<file path="config.mk">
export PLATFORM = sky130hd
export DESIGN_NAME = timed_event_queue
export DESIGN_NICKNAME = d
export VERILOG_FILES = /design/src/design/tevq_pkg.sv /design/src/design/tevq_front.sv /design/src/design/tevq_back.sv /design/src/design/timed_event_queue.sv
export SDC_FILE = /design/constraint.sdc
export NUM_CORES = 2
export LEC_CHECK = 0
export BUFFER_PORTS_ARGS = -buffer_cell sky130_fd_sc_hd__buf_2
export CAP_MARGIN = 20
export CORE_MARGIN = 8
export CORE_UTILIZATION = 35
export CTS_CLUSTER_DIAMETER = 120
export DETAILED_ROUTE_END_ITERATION = 12
export PLACE_DENSITY = 0.58
export RECOVER_POWER = 25
export SYNTH_ARGS = -nofsm -noshare
export SYNTH_HDL_FRONTEND = slang
export SYNTH_SLANG_ARGS = --single-unit
</file>
<file path="constraint.sdc">
create_clock -name clk_i -period 12.7 [get_ports clk_i]
set_input_delay 0.635 -clock clk_i [delete_from_list [all_inputs] [get_ports clk_i]]
set_output_delay 0.635 -clock clk_i [all_outputs]
set_load 0.01 [all_outputs]
</file>
<file path="src/design/tevq_pkg.sv">
package tevq_pkg;

  typedef enum logic [1:0] {
    OP_SCHEDULE   = 2'd0,
    OP_UNSCHEDULE = 2'd1,
    OP_QUERY      = 2'd2,
    OP_PROGRESS   = 2'd3
  } tevq_op_e;

  typedef enum logic [1:0] {
    ST_OK        = 2'd0,
    ST_FULL      = 2'd1,
    ST_EMPTY     = 2'd2,
    ST_NOT_FOUND = 2'd3
  } tevq_status_e;

  typedef struct packed {
    logic [1:0]  op;
    logic [3:0]  event_type;
    logic [63:0] start_clock;
    logic [63:0] target_clock;
    logic        is_periodic;
    logic [31:0] period_clocks;
  } tevq_in_t;

  typedef struct packed {
    logic [1:0]  status;
    logic [3:0]  out_type;
    logic [63:0] out_start;
    logic [63:0] out_target;
    logic        out_periodic;
    logic [31:0] out_period;
    logic [63:0] now_clock;
    logic [4:0]  queued;
  } tevq_out_t;

  // one stored event
  typedef struct packed {
    logic [3:0]  etype;
    logic [63:0] start;
    logic [63:0] target;
    logic        periodic;
    logic [31:0] period;
  } tevq_entry_t;

  // decoded command passed from front to back
  typedef struct packed {
    tevq_op_e    op;
    tevq_entry_t ev;
  } tevq_cmd_t;

endpackage

</file>
<file path="src/design/tevq_front.sv">
module tevq_front
  import tevq_pkg::*;
(
  input  logic      clk_i,
  input  logic      rst_ni,
  input  logic      in_valid_i,
  output logic      in_stall_o,
  input  tevq_in_t  in_data_i,
  output logic      cmd_valid_o,
  output tevq_cmd_t cmd_o,
  input  logic      cmd_pop_i
);

  tevq_cmd_t  buf_q [2];
  logic       wr_ptr_q, wr_ptr_d;
  logic       rd_ptr_q, rd_ptr_d;
  logic [1:0] cnt_q, cnt_d;
  logic       push, pop;
  tevq_cmd_t  dec;

  // decode the transaction into a command
  always_comb begin
    dec.op          = tevq_op_e'(in_data_i.op);
    dec.ev.etype    = in_data_i.event_type;
    dec.ev.start    = in_data_i.start_clock;
    dec.ev.target   = in_data_i.target_clock;
    dec.ev.periodic = in_data_i.is_periodic;
    dec.ev.period   = in_data_i.period_clocks;
  end

  assign in_stall_o  = (cnt_q == 2'd2);
  assign push        = in_valid_i && !in_stall_o;
  assign cmd_valid_o = (cnt_q != 2'd0);
  assign pop         = cmd_pop_i && cmd_valid_o;
  assign cmd_o       = buf_q[rd_ptr_q];

  always_comb begin
    wr_ptr_d = push ? !wr_ptr_q : wr_ptr_q;
    rd_ptr_d = pop ? !rd_ptr_q : rd_ptr_q;
    cnt_d    = cnt_q + {1'b0, push} - {1'b0, pop};
  end

  always_ff @(posedge clk_i or negedge rst_ni) begin
    if (!rst_ni) begin
      wr_ptr_q <= 1'b0;
      rd_ptr_q <= 1'b0;
      cnt_q    <= 2'd0;
    end else begin
      wr_ptr_q <= wr_ptr_d;
      rd_ptr_q <= rd_ptr_d;
      cnt_q    <= cnt_d;
    end
  end

  always_ff @(posedge clk_i) begin
    if (push) begin
      buf_q[wr_ptr_q] <= dec;
    end
  end

endmodule

</file>
<file path="src/design/tevq_back.sv">
module tevq_back
  import tevq_pkg::*;
#(
  parameter int QUEUE_DEPTH = 16
) (
  input  logic      clk_i,
  input  logic      rst_ni,
  input  logic      cmd_valid_i,
  input  tevq_cmd_t cmd_i,
  output logic      cmd_pop_o,
  output logic      out_valid_o,
  input  logic      out_stall_i,
  output tevq_out_t out_data_o
);

  localparam int IW = (QUEUE_DEPTH > 1) ? $clog2(QUEUE_DEPTH) : 1;
  localparam int CW = $clog2(QUEUE_DEPTH + 1);

  typedef enum logic [3:0] {
    S_IDLE,
    S_INS_CHK,
    S_INS_EV,
    S_UNS_CHK,
    S_UNS_EV,
    S_QRY_CHK,
    S_QRY_EV,
    S_POP_EV,
    S_SHF_CHK,
    S_SHF_EV
  } state_e;

  state_e      state_q, state_d;
  tevq_cmd_t   cmd_q, cmd_d;
  tevq_entry_t ev_q, ev_d;
  tevq_entry_t popped_q, popped_d;
  logic [CW-1:0] k_q, k_d, i_q, i_d, j_q, j_d, fill_q, fill_d;
  logic [CW-1:0] k_m1, i_m1;
  logic [63:0] now_q, now_d;
  tevq_out_t   out_q, out_d;
  logic        out_valid_q, out_valid_d;

  tevq_entry_t mem [QUEUE_DEPTH];
  tevq_entry_t rdata_q;
  logic          mem_we;
  logic [IW-1:0] mem_waddr, mem_raddr;
  tevq_entry_t   mem_wdata;

  logic         fin, fin_has_ev;
  tevq_status_e fin_status;
  tevq_entry_t  fin_ev;
  logic [CW+4:0] fill_ext;

  assign k_m1 = k_q - CW'(1);
  assign i_m1 = i_q - CW'(1);
  assign fill_ext = {5'd0, fill_d};

  always_comb begin
    state_d     = state_q;
    cmd_d       = cmd_q;
    ev_d        = ev_q;
    popped_d    = popped_q;
    k_d         = k_q;
    i_d         = i_q;
    j_d         = j_q;
    fill_d      = fill_q;
    now_d       = now_q;
    out_d       = out_q;
    out_valid_d = out_valid_q && out_stall_i;
    cmd_pop_o   = 1'b0;
    mem_we      = 1'b0;
    mem_waddr   = '0;
    mem_wdata   = ev_q;
    mem_raddr   = '0;
    fin         = 1'b0;
    fin_has_ev  = 1'b0;
    fin_status  = ST_OK;
    fin_ev      = popped_q;

    case (state_q)
      S_IDLE: begin
        if (cmd_valid_i && (!out_valid_q || !out_stall_i)) begin
          cmd_pop_o = 1'b1;
          cmd_d     = cmd_i;
          case (cmd_i.op)
            OP_SCHEDULE: begin
              if (fill_q == CW'(QUEUE_DEPTH)) begin
                fin        = 1'b1;
                fin_status = ST_FULL;
              end else begin
                ev_d    = cmd_i.ev;
                k_d     = fill_q;
                state_d = S_INS_CHK;
              end
            end
            OP_UNSCHEDULE: begin
              i_d     = '0;
              j_d     = '0;
              state_d = S_UNS_CHK;
            end
            OP_QUERY: begin
              i_d     = '0;
              state_d = S_QRY_CHK;
            end
            OP_PROGRESS: begin
              if (fill_q == '0) begin
                fin        = 1'b1;
                fin_status = ST_EMPTY;
              end else begin
                mem_raddr = '0;
                state_d   = S_POP_EV;
              end
            end
            default: ;
          endcase
        end
      end
      // insertion walks from the tail toward the head
      S_INS_CHK: begin
        if (k_q == '0) begin
          mem_we    = 1'b1;
          mem_waddr = '0;
          mem_wdata = ev_q;
          fill_d    = fill_q + CW'(1);
          fin       = 1'b1;
          fin_has_ev = (cmd_q.op == OP_PROGRESS);
        end else begin
          mem_raddr = k_m1[IW-1:0];
          state_d   = S_INS_EV;
        end
      end
      S_INS_EV: begin
        mem_we    = 1'b1;
        mem_waddr = k_q[IW-1:0];
        if (rdata_q.target > ev_q.target) begin
          mem_wdata = rdata_q;
          k_d       = k_m1;
          state_d   = S_INS_CHK;
        end else begin
          mem_wdata  = ev_q;
          fill_d     = fill_q + CW'(1);
          fin        = 1'b1;
          fin_has_ev = (cmd_q.op == OP_PROGRESS);
        end
      end
      S_UNS_CHK: begin
        if (i_q == fill_q) begin
          fill_d = j_q;
          fin    = 1'b1;
        end else begin
          mem_raddr = i_q[IW-1:0];
          state_d   = S_UNS_EV;
        end
      end
      S_UNS_EV: begin
        if (rdata_q.etype != cmd_q.ev.etype) begin
          mem_we    = 1'b1;
          mem_waddr = j_q[IW-1:0];
          mem_wdata = rdata_q;
          j_d       = j_q + CW'(1);
        end
        i_d     = i_q + CW'(1);
        state_d = S_UNS_CHK;
      end
      S_QRY_CHK: begin
        if (i_q == fill_q) begin
          fin        = 1'b1;
          fin_status = ST_NOT_FOUND;
        end else begin
          mem_raddr = i_q[IW-1:0];
          state_d   = S_QRY_EV;
        end
      end
      S_QRY_EV: begin
        if (rdata_q.etype == cmd_q.ev.etype) begin
          fin        = 1'b1;
          fin_has_ev = 1'b1;
          fin_ev     = rdata_q;
        end else begin
          i_d     = i_q + CW'(1);
          state_d = S_QRY_CHK;
        end
      end
      S_POP_EV: begin
        popped_d = rdata_q;
        now_d    = rdata_q.target;
        i_d      = CW'(1);
        state_d  = S_SHF_CHK;
      end
      S_SHF_CHK: begin
        if (i_q == fill_q) begin
          fill_d = fill_q - CW'(1);
          if (popped_q.periodic) begin
            ev_d        = popped_q;
            ev_d.start  = popped_q.target;
            ev_d.target = popped_q.target + {32'd0, popped_q.period};
            k_d         = fill_q - CW'(1);
            state_d     = S_INS_CHK;
          end else begin
            fin        = 1'b1;
            fin_has_ev = 1'b1;
          end
        end else begin
          mem_raddr = i_q[IW-1:0];
          state_d   = S_SHF_EV;
        end
      end
      S_SHF_EV: begin
        mem_we    = 1'b1;
        mem_waddr = i_m1[IW-1:0];
        mem_wdata = rdata_q;
        i_d       = i_q + CW'(1);
        state_d   = S_SHF_CHK;
      end
      default: state_d = S_IDLE;
    endcase

    if (fin) begin
      state_d            = S_IDLE;
      out_valid_d        = 1'b1;
      out_d.status       = fin_status;
      out_d.out_type     = fin_has_ev ? fin_ev.etype : 4'd0;
      out_d.out_start    = fin_has_ev ? fin_ev.start : 64'd0;
      out_d.out_target   = fin_has_ev ? fin_ev.target : 64'd0;
      out_d.out_periodic = fin_has_ev && fin_ev.periodic;
      out_d.out_period   = fin_has_ev ? fin_ev.period : 32'd0;
      out_d.now_clock    = now_d;
      out_d.queued       = fill_ext[4:0];
    end
  end

  always_ff @(posedge clk_i or negedge rst_ni) begin
    if (!rst_ni) begin
      state_q     <= S_IDLE;
      fill_q      <= '0;
      now_q       <= 64'd0;
      out_valid_q <= 1'b0;
    end else begin
      state_q     <= state_d;
      fill_q      <= fill_d;
      now_q       <= now_d;
      out_valid_q <= out_valid_d;
    end
  end

  always_ff @(posedge clk_i) begin
    cmd_q    <= cmd_d;
    ev_q     <= ev_d;
    popped_q <= popped_d;
    k_q      <= k_d;
    i_q      <= i_d;
    j_q      <= j_d;
    out_q    <= out_d;
  end

  // event store, one write and one registered read per cycle
  always_ff @(posedge clk_i) begin
    if (mem_we) begin
      mem[mem_waddr] <= mem_wdata;
    end
    rdata_q <= mem[mem_raddr];
  end

  assign out_valid_o = out_valid_q;
  assign out_data_o  = out_q;

endmodule

</file>
<file path="src/design/timed_event_queue.sv">
// channel | direction | handshake              | payload
// input   | in        | in_valid_i / in_stall_o  | in_data_i  (tevq_in_t)
// result  | out       | out_valid_o / out_stall_i | out_data_o (tevq_out_t)
//
// the back end takes one transaction at a time and walks the store for it entry by entry;
// a full schedule or an empty progress answers without a walk, and a periodic progress
// shifts the store down and then re-inserts the popped event at its next target
// one result per transaction, in order
// reset (rst_ni low, async) empties the queue and zeroes the progress clock
// a stalled result holds; the front keeps taking up to two transactions meanwhile
module timed_event_queue
  import tevq_pkg::*;
#(
  parameter int QUEUE_DEPTH = 16
) (
  input  logic      clk_i,
  input  logic      rst_ni,
  input  logic      in_valid_i,
  output logic      in_stall_o,
  input  tevq_in_t  in_data_i,
  output logic      out_valid_o,
  input  logic      out_stall_i,
  output tevq_out_t out_data_o
);

  // decoded commands waiting for the back end
  logic      cmd_valid;
  logic      cmd_pop;
  tevq_cmd_t cmd;

  // front: accepts transactions and queues decoded commands
  tevq_front u_front (
    .clk_i       (clk_i),
    .rst_ni      (rst_ni),
    .in_valid_i  (in_valid_i),
    .in_stall_o  (in_stall_o),
    .in_data_i   (in_data_i),
    .cmd_valid_o (cmd_valid),
    .cmd_o       (cmd),
    .cmd_pop_i   (cmd_pop)
  );

  // back: walks the sorted event store and registers the result
  tevq_back #(
    .QUEUE_DEPTH (QUEUE_DEPTH)
  ) u_back (
    .clk_i       (clk_i),
    .rst_ni      (rst_ni),
    .cmd_valid_i (cmd_valid),
    .cmd_i       (cmd),
    .cmd_pop_o   (cmd_pop),
    .out_valid_o (out_valid_o),
    .out_stall_i (out_stall_i),
    .out_data_o  (out_data_o)
  );

endmodule

</file>
==> run metrics <==
Sink Count=3804; Hold Crit Class=input port to flop; violated checks=capacitance limit, slew limit; H-Tree Depth=5; Hold Crit Start=in_valid_i; Clock Latency Late Sink=0.92 ns; Initial Util=0.350; Seq/Total Area, Yosys=0.751; Pleak=0.0588 uW; Max IR drop VDD=0.399 mV; Arrival @ worst endpoint=9.13 ns; Max Freq=0.114 GHz; Ys Warns=0; setup tns final=0 ns; syn_area_per_cell=14.0 sq um; Synth cell types=80; NumNets Final=11400; I/O Buffers=408; worst r2r src=u_back.state_q[1]; post-DP HPWL=285 mm; max-cap violations=37; first-pass GRT wire length=692 mm; Worst Path Max Fanout=55; most frequent cells after synthesis=edfxtp_1 (3561), nand2_1 (2612), nand3_1 (853); layout cells sized above 1=0.0742; Routed WL per cell=29.2 um; GRT Overall Usage=0.215; Setup WS post-layout=3.92 ns; GP Congestion=0.871; Final Skew=0.0461 ns; Synth Flop Type=edfxtp_1; cell with the most instances after synthesis=edfxtp_1; Worst Hold End=u_front.wr_ptr_q; final hold vios=0; maximum clock insertion buffer count=4; RSZ-0062 raised after global routing=no; Cell Rows=240; period utilization=0.691; cts repair resizes=0; cells after synthesis=10600; Synth async-reset ratio=0.0205; busiest grt layer=met2; M3 GR Usage=0.0268; Setup violations, final=0; vias in the first global route=88200; CP Class=flop to flop; FF+latch count, synth=3804; Root Driver=clkbuf_16; grt ovf=0; drt pass-1 iters=6; initial antenna violation count=45; run status=complete, but fails checks; I/O pins=409; area of the multi-input gates=0.0342 sq mm; Reg2Reg Depth=5; Max-slew headroom=-2.68; pre-CTS setup slack=5.90 ns; hold slack=0.0569 ns; DR vias=93000; die height=669 um; DIE AREA=0.448 sq mm; largest cells by area after synthesis=edfxtp_1 (72%), nand2_1 (6.6%), nand3_1 (2.9%); Synth top area share=0.716; CTS Buf Count=370; Critical Path Start Type=flop; CP Capture Type=flop; Detail Route Antenna Nets=0; CP Data Required Time=13.04 ns; Syn Nets=10900; Synth area leader=edfxtp_1; synthesis-to-layout area growth=14.5%; Worst-path clk slew=0.06 ns; vias per cell=5.42; post-layout min period=8.78 ns; Post CTS Setup Buffer Count=0; Storage cell area=0.112 sq mm; FF-to-FF setup slack=3.92 ns; fillers=39300; pwr dens=296 mW/mm^2; Max Slew Vio Count=1310; core area=0.426 sq mm; met2 Use GR=0.358; met1 Use GR=0.273; Post-synth EDFFs=3561; worst hold stages=3; DRC viols=0; CTS tree=built; # hold bufs at CTS=166; RR Endpoint=u_back.ev_q[109]; synthesized cell area=0.149 sq mm; Die Span X=669 um; largest net degree at the start of global routing=188; transition time of the tightest slew-check pin=5.53 ns; DRT iter0 DRCs=10900; wirelength, routed=501 mm
==> state kept, by name, indices dropped and copies added, names as in the netlist, 4 cells and up <==
signal,count
u_back.cmd_q,6
u_back.ev_q,165
u_back.fill_q,5
u_back.i_q,5
u_back.j_q,5
u_back.k_q,5
u_back.mem,2640
u_back.now_q,64
u_back.out_data_o,236
u_back.popped_q,165
u_back.rdata_q,165
u_back.state_q,4
u_front.buf_q,334
==> cell families after synthesis <==
family          Yosys count  synth area share
compound gates         1305            0.0525
mux                     608            0.0473
flops                  3804             0.751
fa+ha+maj               109           0.00919
simple gates           4001             0.114
xor+xnor                 70           0.00411
buf+inv                 739            0.0214
==> worst max-delay path: stages (launching register included) <==
cell	delay (ns)
dfrtp_1	0.59
nor2_1	0.42
and2_0	1.09
clkbuf_1	2.21
clkbuf_1	2.50
o21ai_0	1.37
==> layout make-up <==
| type | count | area share |
|---|---|---|
| Antenna cell | 42 | 0.000615 |
| Clock buffer | 496 | 0.0595 |
| Clock inverter | 191 | 0.0115 |
| Inverter | 104 | 0.00229 |
| Multi-Input combinational cell | 6093 | 0.200 |
| Sequential cell | 3804 | 0.656 |
| Tap cell | 5687 | 0.0416 |
| Timing Repair Buffer | 747 | 0.0284 |
==> power by group <==
group	total, uW	switching [uW]	internal [uW]
registers	20500	1500	19000
clock network	11100	4780	6330
logic	19000	14000	4980
==> worst max path at each step <==
stage / startpoint / end / slack, ns
floorplan: u_back.state_q[3] / u_back.ev_q[0] / 2.48
global placement: u_back.rdata_q[55] / u_back.out_data_o[225] / 6.01
detailed placement: u_back.rdata_q[55] / u_back.out_data_o[225] / 5.90
CTS: u_back.rdata_q[55] / u_back.out_data_o[200] / 5.88
global route: u_front.cnt_q[1] / u_front.buf_q[0][86] / 3.78
finish: u_back.state_q[1] / u_back.ev_q[109] / 3.92
==> metal layers <==
layer,share of wire,vias to the layer above
met5,0.000074,-
met4,0.068,6
met3,0.070,930
met2,0.48,4220
met1,0.38,47400
li1,-,40400
==> through the flow <==
step	total power [uW]	cells	util	cell area (sq um)
after floorplan	31900	10600	-	149000
after global placement	39300	16300	0.370	158000
after detailed placement	39500	16300	0.370	158000
after CTS	50600	17100	0.403	172000
after global routing	52500	17100	0.401	171000
final	50500	17200	0.401	171000
==> placed cells by master, fill, tap and decap left out, types with 78 or more instances in the layout <==
master	instances
a221oi_1	102
mux2i_1	318
mux2_1	216
edfxtp_1	3561
nor3_1	148
o21ai_0	166
dfrtp_1	78
clkbuf_16	375
nand3_1	852
dlygate4sd3_1	166
nand2_1	2607
a21oi_1	615
dfxtp_1	165
ha_1	108
nor2_1	92
a31oi_1	165
inv_1	103
clkbuf_1	495
buf_4	108
and3_1	134
No activity file was read; power rests on OpenSTA's default activity.
